<file path="src/hdl/fir_lp_pkg.sv">
// Shared types, constants and the coefficient table of the 201-tap low-pass FIR.
// Used by the controller, the datapath and the top level; depends on nothing.
`timescale 1ns / 1ps

package fir_lp_pkg;

   localparam int TAPS         = 201;
   localparam int HIST_DEPTH   = TAPS - 1;
   localparam int HALF_COEFS   = 101;
   localparam int SAMPLE_WIDTH = 16;
   localparam int COEF_WIDTH   = 18;
   localparam int PROD_WIDTH   = SAMPLE_WIDTH + COEF_WIDTH;
   localparam int ACC_WIDTH    = PROD_WIDTH + $clog2(TAPS);
   localparam int TAP_WIDTH    = $clog2(TAPS);
   localparam int ADDR_WIDTH   = $clog2(HIST_DEPTH);
   localparam int FRAC_SHIFT   = COEF_WIDTH - 1;
   localparam int SHIFT_WIDTH  = ACC_WIDTH + 1 - FRAC_SHIFT;
   localparam int LEN_WIDTH    = 16;

   localparam logic signed [COEF_WIDTH-1:0] COEF_HALF [0:HALF_COEFS-1] = '{
      18'sd0, -18'sd8, -18'sd17, -18'sd24, -18'sd31, -18'sd36, -18'sd39, -18'sd40,
      -18'sd39, -18'sd35, -18'sd28, -18'sd19, -18'sd7, 18'sd7, 18'sd22, 18'sd38,
      18'sd52, 18'sd66, 18'sd76, 18'sd82, 18'sd83, 18'sd79, 18'sd68, 18'sd51,
      18'sd28, 18'sd0, -18'sd32, -18'sd65, -18'sd98, -18'sd128, -18'sd153, -18'sd170,
      -18'sd177, -18'sd173, -18'sd155, -18'sd125, -18'sd83, -18'sd30, 18'sd31, 18'sd97,
      18'sd163, 18'sd225, 18'sd278, 18'sd317, 18'sd338, 18'sd338, 18'sd315, 18'sd268,
      18'sd198, 18'sd107, 18'sd0, -18'sd118, -18'sd239, -18'sd355, -18'sd459,
      -18'sd541, -18'sd594, -18'sd611, -18'sd589, -18'sd525, -18'sd419, -18'sd275,
      -18'sd98, 18'sd102, 18'sd315, 18'sd526, 18'sd721, 18'sd887, 18'sd1009,
      18'sd1075, 18'sd1074, 18'sd1000, 18'sd851, 18'sd630, 18'sd342, 18'sd0,
      -18'sd379, -18'sd775, -18'sd1163, -18'sd1518, -18'sd1813, -18'sd2021,
      -18'sd2118, -18'sd2082, -18'sd1898, -18'sd1556, -18'sd1051, -18'sd388,
      18'sd422, 18'sd1361, 18'sd2402, 18'sd3513, 18'sd4659, 18'sd5800, 18'sd6896,
      18'sd7905, 18'sd8791, 18'sd9518, 18'sd10059, 18'sd10392, 18'sd10505
   };

   // The taps are symmetric, so only the first half is stored.
   function automatic logic signed [COEF_WIDTH-1:0] coef_at(input logic [TAP_WIDTH-1:0] j);
      logic [TAP_WIDTH-1:0] k;
      k = (j < TAP_WIDTH'(HALF_COEFS)) ? j : TAP_WIDTH'(TAPS - 1) - j;
      return COEF_HALF[k[$clog2(HALF_COEFS)-1:0]];
   endfunction

   typedef enum logic [2:0] {
      ST_IDLE,
      ST_MAC,
      ST_DRAIN,
      ST_FINISH,
      ST_HOLD
   } fir_lp_state_type;

   typedef struct packed {
      logic                 load;
      logic                 issue;
      logic [TAP_WIDTH-1:0] tap;
      logic                 write;
      logic                 out_load;
      logic                 out_pass;
   } fir_lp_cmd_type;

   typedef struct packed {
      logic busy;
      logic out_free;
   } fir_lp_status_type;

endpackage

</file>
<file path="src/hdl/fir_lp_ram.sv">
// Generic single-write, single-read RAM with a registered read port.
// Stands alone; holds the sample history of the filter.
`timescale 1ns / 1ps

module fir_lp_ram #(
   parameter int WIDTH = 16,
   parameter int DEPTH = 200
) (
   input  logic                     clock,
   input  logic                     wr_en,
   input  logic [$clog2(DEPTH)-1:0] wr_addr,
   input  logic [WIDTH-1:0]         wr_data,
   input  logic                     rd_en,
   input  logic [$clog2(DEPTH)-1:0] rd_addr,
   output logic [WIDTH-1:0]         rd_data
);

   logic [WIDTH-1:0] mem_ff [0:DEPTH-1];
   logic [WIDTH-1:0] rd_data_ff;

   always_ff @(posedge clock) begin
      if (wr_en) begin
         mem_ff[wr_addr] <= wr_data;
      end
      if (rd_en) begin
         rd_data_ff <= mem_ff[rd_addr];
      end
   end

   assign rd_data = rd_data_ff;

endmodule

</file>
<file path="src/hdl/fir_lp_dp.sv">
// Datapath of the FIR: history RAM, circular pointers, one shared MAC, rounding
// and the output register. Depends on fir_lp_pkg and fir_lp_ram.
`timescale 1ns / 1ps

module fir_lp_dp (
   input  logic                                    clock,
   input  logic                                    reset,
   input  fir_lp_pkg::fir_lp_cmd_type              cmd,
   output fir_lp_pkg::fir_lp_status_type           status,
   input  logic signed [fir_lp_pkg::SAMPLE_WIDTH-1:0] req_sample,
   output logic                                    rsp_valid,
   input  logic                                    rsp_stall,
   output logic signed [fir_lp_pkg::SAMPLE_WIDTH-1:0] rsp_filtered_sample,
   output logic                                    rsp_passed_through
);
   import fir_lp_pkg::*;

   localparam logic [ADDR_WIDTH-1:0] LAST_ADDR = ADDR_WIDTH'(HIST_DEPTH - 1);
   localparam logic signed [SHIFT_WIDTH-1:0] SAT_HI =
      SHIFT_WIDTH'((64'sd1 <<< (SAMPLE_WIDTH - 1)) - 64'sd1);
   localparam logic signed [SHIFT_WIDTH-1:0] SAT_LO =
      SHIFT_WIDTH'(-(64'sd1 <<< (SAMPLE_WIDTH - 1)));

   logic signed [SAMPLE_WIDTH-1:0] x_ff, x_in;
   logic [ADDR_WIDTH-1:0]          wp_ff, wp_in;
   logic [ADDR_WIDTH-1:0]          rd_ptr_ff, rd_ptr_in;
   logic signed [COEF_WIDTH-1:0]   coef_ff, coef_in;
   logic                           tap0_ff, tap0_in;
   logic                           v1_ff, v1_in;
   logic signed [PROD_WIDTH-1:0]   prod_ff, prod_in;
   logic                           v2_ff, v2_in;
   logic signed [ACC_WIDTH-1:0]    acc_ff, acc_in;
   logic                           rsp_valid_ff, rsp_valid_in;
   logic signed [SAMPLE_WIDTH-1:0] rsp_sample_ff, rsp_sample_in;
   logic                           rsp_pass_ff, rsp_pass_in;

   logic                           ram_rd_en;
   logic [SAMPLE_WIDTH-1:0]        ram_rd_data;
   logic signed [SAMPLE_WIDTH-1:0] operand;
   logic signed [ACC_WIDTH:0]      biased;
   logic signed [SHIFT_WIDTH-1:0]  shifted;
   logic signed [SAMPLE_WIDTH-1:0] rounded;

   fir_lp_ram #(
      .WIDTH (SAMPLE_WIDTH),
      .DEPTH (HIST_DEPTH)
   ) u_hist (
      .clock   (clock),
      .wr_en   (cmd.write),
      .wr_addr (wp_ff),
      .wr_data (x_ff),
      .rd_en   (ram_rd_en),
      .rd_addr (rd_ptr_ff),
      .rd_data (ram_rd_data)
   );

   assign ram_rd_en = cmd.issue && (cmd.tap != '0);
   assign operand   = tap0_ff ? x_ff : $signed(ram_rd_data);

   // Round half up at the Q0.17 point, then clamp to the sample range.
   always_comb begin
      biased  = (ACC_WIDTH+1)'(acc_ff) + ((ACC_WIDTH+1)'(1) <<< (FRAC_SHIFT - 1));
      shifted = biased[ACC_WIDTH:FRAC_SHIFT];
      if (shifted > SAT_HI) begin
         rounded = SAT_HI[SAMPLE_WIDTH-1:0];
      end else if (shifted < SAT_LO) begin
         rounded = SAT_LO[SAMPLE_WIDTH-1:0];
      end else begin
         rounded = shifted[SAMPLE_WIDTH-1:0];
      end
   end

   always_comb begin
      x_in          = x_ff;
      wp_in         = wp_ff;
      rd_ptr_in     = rd_ptr_ff;
      coef_in       = coef_ff;
      tap0_in       = tap0_ff;
      v1_in         = cmd.issue;
      prod_in       = prod_ff;
      v2_in         = v1_ff;
      acc_in        = acc_ff;
      rsp_valid_in  = rsp_valid_ff && rsp_stall;
      rsp_sample_in = rsp_sample_ff;
      rsp_pass_in   = rsp_pass_ff;

      if (cmd.load) begin
         x_in      = req_sample;
         acc_in    = '0;
         rd_ptr_in = (wp_ff == '0) ? LAST_ADDR : wp_ff - 1'b1;
      end
      if (cmd.issue) begin
         coef_in = coef_at(cmd.tap);
         tap0_in = (cmd.tap == '0);
         if (ram_rd_en) begin
            rd_ptr_in = (rd_ptr_ff == '0) ? LAST_ADDR : rd_ptr_ff - 1'b1;
         end
      end
      if (v1_ff) begin
         prod_in = coef_ff * operand;
      end
      if (v2_ff) begin
         acc_in = acc_ff + ACC_WIDTH'(prod_ff);
      end
      if (cmd.write) begin
         wp_in = (wp_ff == LAST_ADDR) ? '0 : wp_ff + 1'b1;
      end
      if (cmd.out_load) begin
         rsp_valid_in  = 1'b1;
         rsp_sample_in = cmd.out_pass ? x_ff : rounded;
         rsp_pass_in   = cmd.out_pass;
      end
   end

   always_ff @(posedge clock) begin
      if (reset) begin
         wp_ff        <= '0;
         v1_ff        <= 1'b0;
         v2_ff        <= 1'b0;
         rsp_valid_ff <= 1'b0;
      end else begin
         wp_ff        <= wp_in;
         v1_ff        <= v1_in;
         v2_ff        <= v2_in;
         rsp_valid_ff <= rsp_valid_in;
      end
      x_ff          <= x_in;
      rd_ptr_ff     <= rd_ptr_in;
      coef_ff       <= coef_in;
      tap0_ff       <= tap0_in;
      prod_ff       <= prod_in;
      acc_ff        <= acc_in;
      rsp_sample_ff <= rsp_sample_in;
      rsp_pass_ff   <= rsp_pass_in;
   end

   assign status.busy     = v1_ff || v2_ff;
   assign status.out_free = !rsp_valid_ff || !rsp_stall;

   assign rsp_valid           = rsp_valid_ff;
   assign rsp_filtered_sample = rsp_sample_ff;
   assign rsp_passed_through  = rsp_pass_ff;

endmodule

</file>
<file path="src/hdl/fir_lp_ctrl.sv">
// Controller of the FIR: record tracking (warm-up count, short-record flag)
// and the sequencer that steps the shared MAC over the taps. Uses fir_lp_pkg.
`timescale 1ns / 1ps

module fir_lp_ctrl (
   input  logic                                  clock,
   input  logic                                  reset,
   input  logic                                  req_valid,
   output logic                                  req_stall,
   input  logic                                  req_first_of_record,
   input  logic [fir_lp_pkg::LEN_WIDTH-1:0]      req_record_length,
   output fir_lp_pkg::fir_lp_cmd_type            cmd,
   input  fir_lp_pkg::fir_lp_status_type         status
);
   import fir_lp_pkg::*;

   localparam logic [TAP_WIDTH-1:0] LAST_TAP  = TAP_WIDTH'(TAPS - 1);
   localparam logic [TAP_WIDTH-1:0] WARM_FULL = TAP_WIDTH'(HIST_DEPTH);

   fir_lp_state_type     state_ff, state_in;
   logic [TAP_WIDTH-1:0] tap_ff, tap_in;
   logic [TAP_WIDTH-1:0] warm_ff, warm_in;
   logic                 short_ff, short_in;
   logic                 emit_ff, emit_in;
   logic                 pass_ff, pass_in;

   logic [TAP_WIDTH-1:0] warm_eff;
   logic                 short_eff;

   always_comb begin
      warm_eff  = req_first_of_record ? '0 : warm_ff;
      short_eff = req_first_of_record ?
                  (req_record_length < LEN_WIDTH'(TAPS)) : short_ff;
   end

   always_comb begin
      state_in  = state_ff;
      tap_in    = tap_ff;
      warm_in   = warm_ff;
      short_in  = short_ff;
      emit_in   = emit_ff;
      pass_in   = pass_ff;
      req_stall = 1'b1;
      cmd       = '0;
      cmd.tap   = tap_ff;

      unique case (state_ff)
         ST_IDLE: begin
            req_stall = 1'b0;
            if (req_valid) begin
               cmd.load = 1'b1;
               short_in = short_eff;
               emit_in  = !short_eff;
               pass_in  = (warm_eff < WARM_FULL);
               warm_in  = (warm_eff < WARM_FULL) ? warm_eff + 1'b1 : warm_eff;
               tap_in   = '0;
               if (!short_eff && !(warm_eff < WARM_FULL)) begin
                  state_in = ST_MAC;
               end else begin
                  state_in = ST_FINISH;
               end
            end
         end
         ST_MAC: begin
            cmd.issue = 1'b1;
            tap_in    = tap_ff + 1'b1;
            if (tap_ff == LAST_TAP) begin
               state_in = ST_DRAIN;
            end
         end
         ST_DRAIN: begin
            if (!status.busy) begin
               state_in = ST_FINISH;
            end
         end
         ST_FINISH: begin
            // The current word enters the history only after every tap is read.
            cmd.write = 1'b1;
            state_in  = emit_ff ? ST_HOLD : ST_IDLE;
         end
         ST_HOLD: begin
            if (status.out_free) begin
               cmd.out_load = 1'b1;
               cmd.out_pass = pass_ff;
               state_in     = ST_IDLE;
            end
         end
         default: begin
            state_in = ST_IDLE;
         end
      endcase
   end

   always_ff @(posedge clock) begin
      if (reset) begin
         state_ff <= ST_IDLE;
         warm_ff  <= '0;
         short_ff <= 1'b0;
      end else begin
         state_ff <= state_in;
         warm_ff  <= warm_in;
         short_ff <= short_in;
      end
      tap_ff  <= tap_in;
      emit_ff <= emit_in;
      pass_ff <= pass_in;
   end

endmodule

</file>
<file path="src/hdl/fir_lowpass_201_tap_core.sv">
// Top level of the 201-tap low-pass FIR over sample records.
// Depends on fir_lp_pkg, fir_lp_ctrl and fir_lp_dp.
//
// Input channel req_*: one signed 16-bit sample per word. The first word of a
// record has req_first_of_record set and carries req_record_length. A record
// shorter than 201 samples produces no result words. Otherwise the first 200
// samples come back unchanged with rsp_passed_through set, and every later
// sample returns the rounded, saturated sum of 201 coefficient products.
// A word is taken when valid is high and stall is low on its channel.
// Order: a warm-up word is written into the history and then placed on rsp_*;
// a filtered word is formed by the single shared multiply-accumulate unit
// stepping through 201 taps plus its 2-stage pipeline, then the input word is
// written into the history and the result is placed on rsp_*. One word is
// processed at a time, so a new word is taken only once the last one is done.
// A short-record word is only written into the history, never returned.
// Reset clears the record state, the history pointer and the output register.
// When the receiver stalls, the finished word waits in the output register
// while the next input word is already being taken and processed.
`timescale 1ns / 1ps

module fir_lowpass_201_tap_core (
   input  logic                                      clock,
   input  logic                                      reset,
   input  logic                                      req_valid,
   output logic                                      req_stall,
   input  logic signed [fir_lp_pkg::SAMPLE_WIDTH-1:0] req_sample,
   input  logic                                      req_first_of_record,
   input  logic [fir_lp_pkg::LEN_WIDTH-1:0]          req_record_length,
   output logic                                      rsp_valid,
   input  logic                                      rsp_stall,
   output logic signed [fir_lp_pkg::SAMPLE_WIDTH-1:0] rsp_filtered_sample,
   output logic                                      rsp_passed_through
);
   import fir_lp_pkg::*;

   fir_lp_cmd_type    cmd;
   fir_lp_status_type status;

   fir_lp_ctrl u_ctrl (
      .clock               (clock),
      .reset               (reset),
      .req_valid           (req_valid),
      .req_stall           (req_stall),
      .req_first_of_record (req_first_of_record),
      .req_record_length   (req_record_length),
      .cmd                 (cmd),
      .status              (status)
   );

   fir_lp_dp u_dp (
      .clock               (clock),
      .reset               (reset),
      .cmd                 (cmd),
      .status              (status),
      .req_sample          (req_sample),
      .rsp_valid           (rsp_valid),
      .rsp_stall           (rsp_stall),
      .rsp_filtered_sample (rsp_filtered_sample),
      .rsp_passed_through  (rsp_passed_through)
   );

endmodule
</file>
<file path="config.mk">
export PLATFORM = sky130hd
export DESIGN_NAME = fir_lowpass_201_tap_core
export DESIGN_NICKNAME = d
export VERILOG_FILES = /design/src/hdl/fir_lp_pkg.sv /design/src/hdl/fir_lp_ram.sv /design/src/hdl/fir_lp_dp.sv /design/src/hdl/fir_lp_ctrl.sv /design/src/hdl/fir_lowpass_201_tap_core.sv
export SDC_FILE = /design/constraint.sdc
export NUM_CORES = 2
export LEC_CHECK = 0
export BUFFER_PORTS_ARGS = -buffer_cell sky130_fd_sc_hd__buf_2
export CAP_MARGIN = 5
export CORE_ASPECT_RATIO = 0.6
export CORE_MARGIN = 3
export CORE_UTILIZATION = 30
export DETAILED_ROUTE_END_ITERATION = 10
export PLACE_DENSITY = 0.44
export SLEW_MARGIN = 20
export SYNTH_ARGS = -nofsm -noshare
export SYNTH_HDL_FRONTEND = slang
export SYNTH_HIERARCHICAL = 1
export SYNTH_SLANG_ARGS = --single-unit
</file>
<file path="constraint.sdc">
create_clock -name clock -period 22.3 [get_ports clock]
set_clock_uncertainty 0.1 [all_clocks]
set_input_delay 4.46 -clock clock [delete_from_list [all_inputs] [get_ports clock]]
set_output_delay 4.46 -clock clock [all_outputs]
set_load 0.03 [all_outputs]
</file>
Word level (Yosys, flattened, before mapping)
Memories as Yosys holds them, arrays and structs flattened. A register that Yosys moved wholly into a read port is not among the register bits.
Cells that the tools add are included.
{"block": "word_totals", "romBits": 2304, "memories": 2, "input_bits": 37, "register_bits": 151, "ramBits": 3200, "out_inout_bits": 19}
{"block": "op_classes", "n_mux": 35, "add_sub_neg": 8, "eq_ne": 10, "n_reduce_logical": 19, "n_mul": 1, "bitwise": 1, "magnitude_cmp": 5}
{"memory": "u_dp.u_hist.mem_ff", "depth": 200, "width": 16, "rd": 1, "rd_clocked_by_memory_dff": 1, "wr": 1, "line_no": "fir_lp_ram.sv:18", "rtl": "logic [WIDTH-1:0] mem_ff [0:DEPTH-1];"}
{"memory": "(name not given)", "depth": 128, "width": 18, "rd": 1, "rd_clocked_by_memory_dff": 1, "wr": 0, "line_no": "fir_lp_pkg.sv:41", "rtl": "return COEF_HALF[k[$clog2(HALF_COEFS)-1:0]];"}
{"operator": "$mux 42", "n": 2}
{"operator": "$mux 8", "n": 9}
{"operator": "$mux 16", "n": 4}
{"operator": "$add 42x18->43 const B", "n": 1}
{"operator": "$add 42x34->42", "n": 1}
{"operator": "$mul 18x16->34", "n": 1}
{"operator": "$gt 26x16->1 const B", "n": 1}
{"operator": "$lt 26x16->1 const B", "n": 1}
{"operator": "$add 8x1->8 const B", "n": 3}
{"operator": "$logic_not 8->1", "n": 3}
{"operator": "$eq 8x8->1 const B", "n": 2}
{"operator": "$lt 16x8->1 const B", "n": 1}
{"operator": "$pmux 8 s2", "n": 1}
{"operator": "$sub 8x1->8 const B", "n": 2}
{"operator": "$mux 3", "n": 5}
{"operator": "$pmux 3 s5", "n": 1}
{"operator": "$mux 1", "n": 9}
{"operator": "$lt 8x7->1 const B", "n": 1}
{"operator": "$lt 8x8->1 const B", "n": 1}
{"operator": "$not 7->8", "n": 1}
{"operator": "$reduce_bool 8->1", "n": 1}
{"operator": "$mux 7", "n": 1}
{"operator": "$sub 7x7->7 const A", "n": 1}
{"operator": "$eq 3x2->1 const B", "n": 2}
{"operator": "12 further kinds", "n": 24}

Logic depth before layout (Yosys ltp)
{"block": "logic_depth", "ltp_word": 7, "mapped_depth": 27}

By module
The synthesis kept the hierarchy.
{"mod": "fir_lp_ram", "seq_area_each_um2": 96572.6, "cells_each": 5270, "area_each_um2": 123542.2, "instances": 1}
{"mod": "fir_lp_dp", "seq_area_each_um2": 4134.0, "cells_each": 2192, "area_each_um2": 20103.0, "instances": 1}
{"mod": "fir_lp_ctrl", "seq_area_each_um2": 540.5, "cells_each": 131, "area_each_um2": 1221.2, "instances": 1}

Worst setup path after synthesis
OpenSTA, ideal clock, no wires.
{"block": "synth_timing", "kind": "register -> register", "from": "register u_dp.x_ff[4]", "to": "register u_dp.prod_ff[32] (data pin)", "setup_time_ns": 0.258, "path_slack_ns": 12.830, "path_buffers": 1, "stages_incl_launch_ff": 24, "synth_period_minus_slack_ns": 9.470, "arrival_time_ns": 9.113, "path_cell_list": "edfxtp_1 mux2i_1 clkbuf_1 nor2b_1 fa_1 inv_1 fa_1 inv_1 fa_1 fa_1 fa_1 inv_1 fa_1 inv_1 ha_1 a21oi_1 a21boi_0 nor2_1 o21ai_0 a31oi_1 o21ai_0 a311o_1 a21oi_1 xnor2_1"}
{"block": "synth_between", "elab_chain_len": 2}
{"element": "start, declared", "line_no": "fir_lp_dp.sv:24", "rtl": "logic signed [SAMPLE_WIDTH-1:0] x_ff, x_in;"}
{"element": "start signal, assigned", "line_no": "fir_lp_dp.sv:127", "rtl": "x_ff <= x_in;"}
{"element": "$mux 16", "line_no": "fir_lp_dp.sv:58", "rtl": "assign operand = tap0_ff ? x_ff : $signed(ram_rd_data);"}
{"element": "$mul 18x16->34", "line_no": "fir_lp_dp.sv:100", "rtl": "prod_in = coef_ff * operand;"}
{"element": "end signal, assigned", "line_no": "fir_lp_dp.sv:131", "rtl": "prod_ff <= prod_in;"}
{"element": "end, declared", "line_no": "fir_lp_dp.sv:30", "rtl": "logic signed [PROD_WIDTH-1:0] prod_ff, prod_in;"}
No other way between the ends.
A chain may end at the register's enable or synchronous reset.

Worst setup path in the final report
{"block": "layout_timing", "from": "register u_dp.tap0_ff", "to": "register u_dp.prod_ff[32] (data pin)"}
{"block": "layout_between", "elab_chain_len": 2}
{"element": "start, declared", "line_no": "fir_lp_dp.sv:28", "rtl": "logic tap0_ff, tap0_in;"}
{"element": "start signal, assigned", "line_no": "fir_lp_dp.sv:130", "rtl": "tap0_ff <= tap0_in;"}
{"element": "$mux 16", "line_no": "fir_lp_dp.sv:58"}
{"element": "$mul 18x16->34", "line_no": "fir_lp_dp.sv:100"}
No other way between the ends.

==> impl_metrics.csv <==
group,metric,value,unit
run_status,status,"finished, final reports clean",
synthesis,netlist_area,145000,um^2
clock_tree,post_cts_buffers,0,
clock_tree,cts_root_buf,"clkbuf_16",
timing,finalHoldViolations,0,
synthesis,async_flop_share,0,
drt,dr_total_vias,77700,
setup_path,critPathCaptureType,"flop",
setup_path,cpPeakStageDelay,1.00,ns
drt,drc,0,
finish,areaGrowthSynthToFinish,14.1,%
drt,wl_met3,40800,um
global_route,antenna_found_initial,47,
drt,drt_wl_total,463000,um
synthesis,yosysSeqAreaShare,0.699,
finish,final_area,165000,um^2
drt,met2WireLength,182000,um
setup_path,r2r_setup_slack,13.40,ns
timing,fmax,112,MHz
setup_path,cp_max_fo,16,
die,fp.dieW,903,um
die,dieArea,492000,um^2
synthesis,ys_ff_latch,3382,
drt,routed_via_density,5.34,
clock_tree,cts_buffers,337,
setup_path,critPathLaunchType,"flop",
timing,slew_headroom,0.155,
timing,fin_crit_sh,0.399,
die,coreArea,478000,um^2
synthesis,synth_flop_cell,"edfxtp_1",
synthesis,yosysMostFrequentCell,"edfxtp_1",
flow_run,drv_cap,0,
die,rows,196,
setup_path,slowest_stage,"edfxtp_1",
synthesis,synthCells,7593,
synthesis,synth_top_area_frac,0.695,
synthesis,synthTopCellsByArea,"edfxtp_1 (69%), mux4_2 (14%), fa_1 (3.6%), ha_1 (1.2%), inv_1 (0.98%)",
finish,ff_latch_area,101000,um^2
synthesis,synth_edf_count,3351,
global_route,grt_start_max_net_pins,154,
place,port_buffers,55,
place,gp_congestion,0.824,
clock_tree,postCtsHoldBufs,0,
synthesis,synthesis.nets,8033,
timing,hold_ws,0.353,ns
global_route,grt_pass1_vias,75700,
min_path,worstHoldPathType,"reg2reg",
setup_path,crit_path_frequent_cell,"fa_1",
clock_tree,cts_max_level,5,
synthesis,synthDistinctLibCells,97,
setup_path,path_cells,"mux2i_2 > nor2b_1 > fa_1 > inv_1 > fa_1 > fa_1 > fa_1 > inv_1 > fa_1 > inv_1 > fa_1 > inv_1 > ha_1 > a21oi_1 > o21ai_0 > o311ai_0 > a31oi_1 > a31oi_1 > o21ai_0 > a311o_1 > a21oi_1 > xnor2_1",
timing,tns,0,ns
clock_tree,cts.clk_slew.worst_paths,0.06,ns
timing,worstMarginPinSlew,1.27,ns
drt,drt-initial-drc-count,10300,
die,io_pins,56,
setup_path,worstPathArrival,9.47,ns
timing,timing.final.max_slew_violations,0,
timing,setup-violations-final,0,
place,post_dp_cell_area,155000,um^2
drt,ant_nets,0,
clock_tree,cts_tree,"yes",
finish,multi_input_area,40900,um^2
clock_tree,cts_num_sinks,3382,
drt,met1Wirelength,232000,um
synthesis,synth.avg_cell_area,19.1,um^2
die,die_y,544,um
synthesis,synthTopCellsByCount,"edfxtp_1 (3351), mux4_2 (881), inv_1 (377), nor2_1 (330), nand2_1 (297)",
synthesis,yosysTopAreaCell,"edfxtp_1",
clock_tree,clock_latency,0.93,ns
global_route,grt-ovfl-total,0,
setup_path,crit_required,22.87,ns
place,dp_hpwl,295000,um
clock_tree,cts_resized,0,
drt,wl_per_cell,31.8,um
global_route,grt.total_usage,0.184,
timing,rsz0062_at_grt,"no",
die,start_util,0.303,
global_route,grt_pass1_wl,638000,um
setup_path,worst-setup-path-type,"reg2reg",
finish,fillers,44700,
drt,routed.top_layer,"met5",
timing,finalCriticalPeriod,8.90,ns
clock_tree,ctsLongestPathBuffers,4,
drt,dr.pass1.iters,9,
finish,fin_nets,8393,
finish,drive_gt1_frac,0.252,
synthesis,yosys_warnings,6,
## cells by family (layout without fill, tap and decap cells)
logic type / after synthesis / after routing / synth area share
flip-flops: 3382 / 3382 / 0.699
other: 0 / 14 / 0
buffers and inverters: 773 / 1397 / 0.0250
AO/OA/AOI/OAI: 760 / 760 / 0.0363
multiplexers: 1013 / 1013 / 0.146
adder cells (fa/ha/maj): 403 / 403 / 0.0483
XOR/XNOR: 100 / 100 / 0.00605
AND/OR/NAND/NOR: 1162 / 1162 / 0.0391
## sequential cells by signal (all words and copies together), names as in the netlist, 3 cells and up
| name | count |
|---|---|
| u_ctrl/tap_ff | 8 |
| u_dp/wp_ff | 8 |
| u_dp/rsp_filtered_sample | 16 |
| u_dp/rd_ptr_ff | 8 |
| u_dp/prod_ff | 34 |
| u_dp/u_hist/rd_data | 16 |
| u_dp/acc_ff | 42 |
| u_dp/x_ff | 16 |
| u_ctrl/warm_ff | 8 |
| u_ctrl/state_ff | 3 |
| u_dp/coef_ff | 15 |
| u_dp/u_hist/mem_ff | 3200 |
## layer usage
metal  track usage  up-vias
met3        0.0409      495
met1         0.308    42700
li1              -    31200
met2         0.243     3298
met4        0.0297        4
met5             0        -
## metrics by stage
step                      setup slack, ns   util  cells
after floorplan                     12.83      -   7593
after global placement              13.26  0.323  13900
after detailed placement            13.34  0.323  13900
after CTS                           13.29  0.346  14600
after global routing                12.90  0.346  14600
final                               13.40  0.346  14600
## path summary, 6_finish.rpt
kind | depth (start not counted) | end | from
worst min register to register | 2 | u_ctrl/short_ff | u_ctrl/short_ff
worst min-delay path | 2 | u_ctrl/short_ff | u_ctrl/short_ff
worst max register to register | 22 | u_dp/prod_ff[32] | u_dp/tap0_ff
worst max-delay path | 22 | u_dp/prod_ff[32] | u_dp/tap0_ff
## final cells by class
type	count	share of cell area
inverter	379	0.00862
clock inverter	194	0.0108
timing repair buffer	415	0.0189
tap	6336	0.0479
clock buffer	409	0.0537
sequential	3382	0.613
multi-input combinational	3438	0.247
antenna	14	0.000212
## worst max-delay path: cells and delay by family (launching register included)
kind	cells	cell delay [ns]
buf+inv	4	0.27
simple gates	1	0.15
compound gates	8	2.57
xor+xnor	1	0.08
flops	1	1.00
fa+ha+maj	7	3.55
mux	1	0.88
## layout by cell type, fill, tap and decap left out, drive strengths merged, types with 34 or more instances in the layout
cell type / count
o21ai: 119
ha: 142
a22oi: 42
mux4: 881
nor3: 48
a221oi: 50
edfxtp: 3351
xnor2: 57
a21o: 38
a21oi: 157
buf: 415
nor2: 333
and2: 99
a31oi: 34
mux2i: 109
nand2b: 39
nor2b: 138
fa: 261
clkbuf: 409
clkinv: 138
a211oi: 74
inv: 393
xor2: 43
nand2: 297
nand3: 72
o22ai: 47
Power is not shown: default switching activity piles up to over one toggle a cycle in this logic, so the estimate is an artifact.
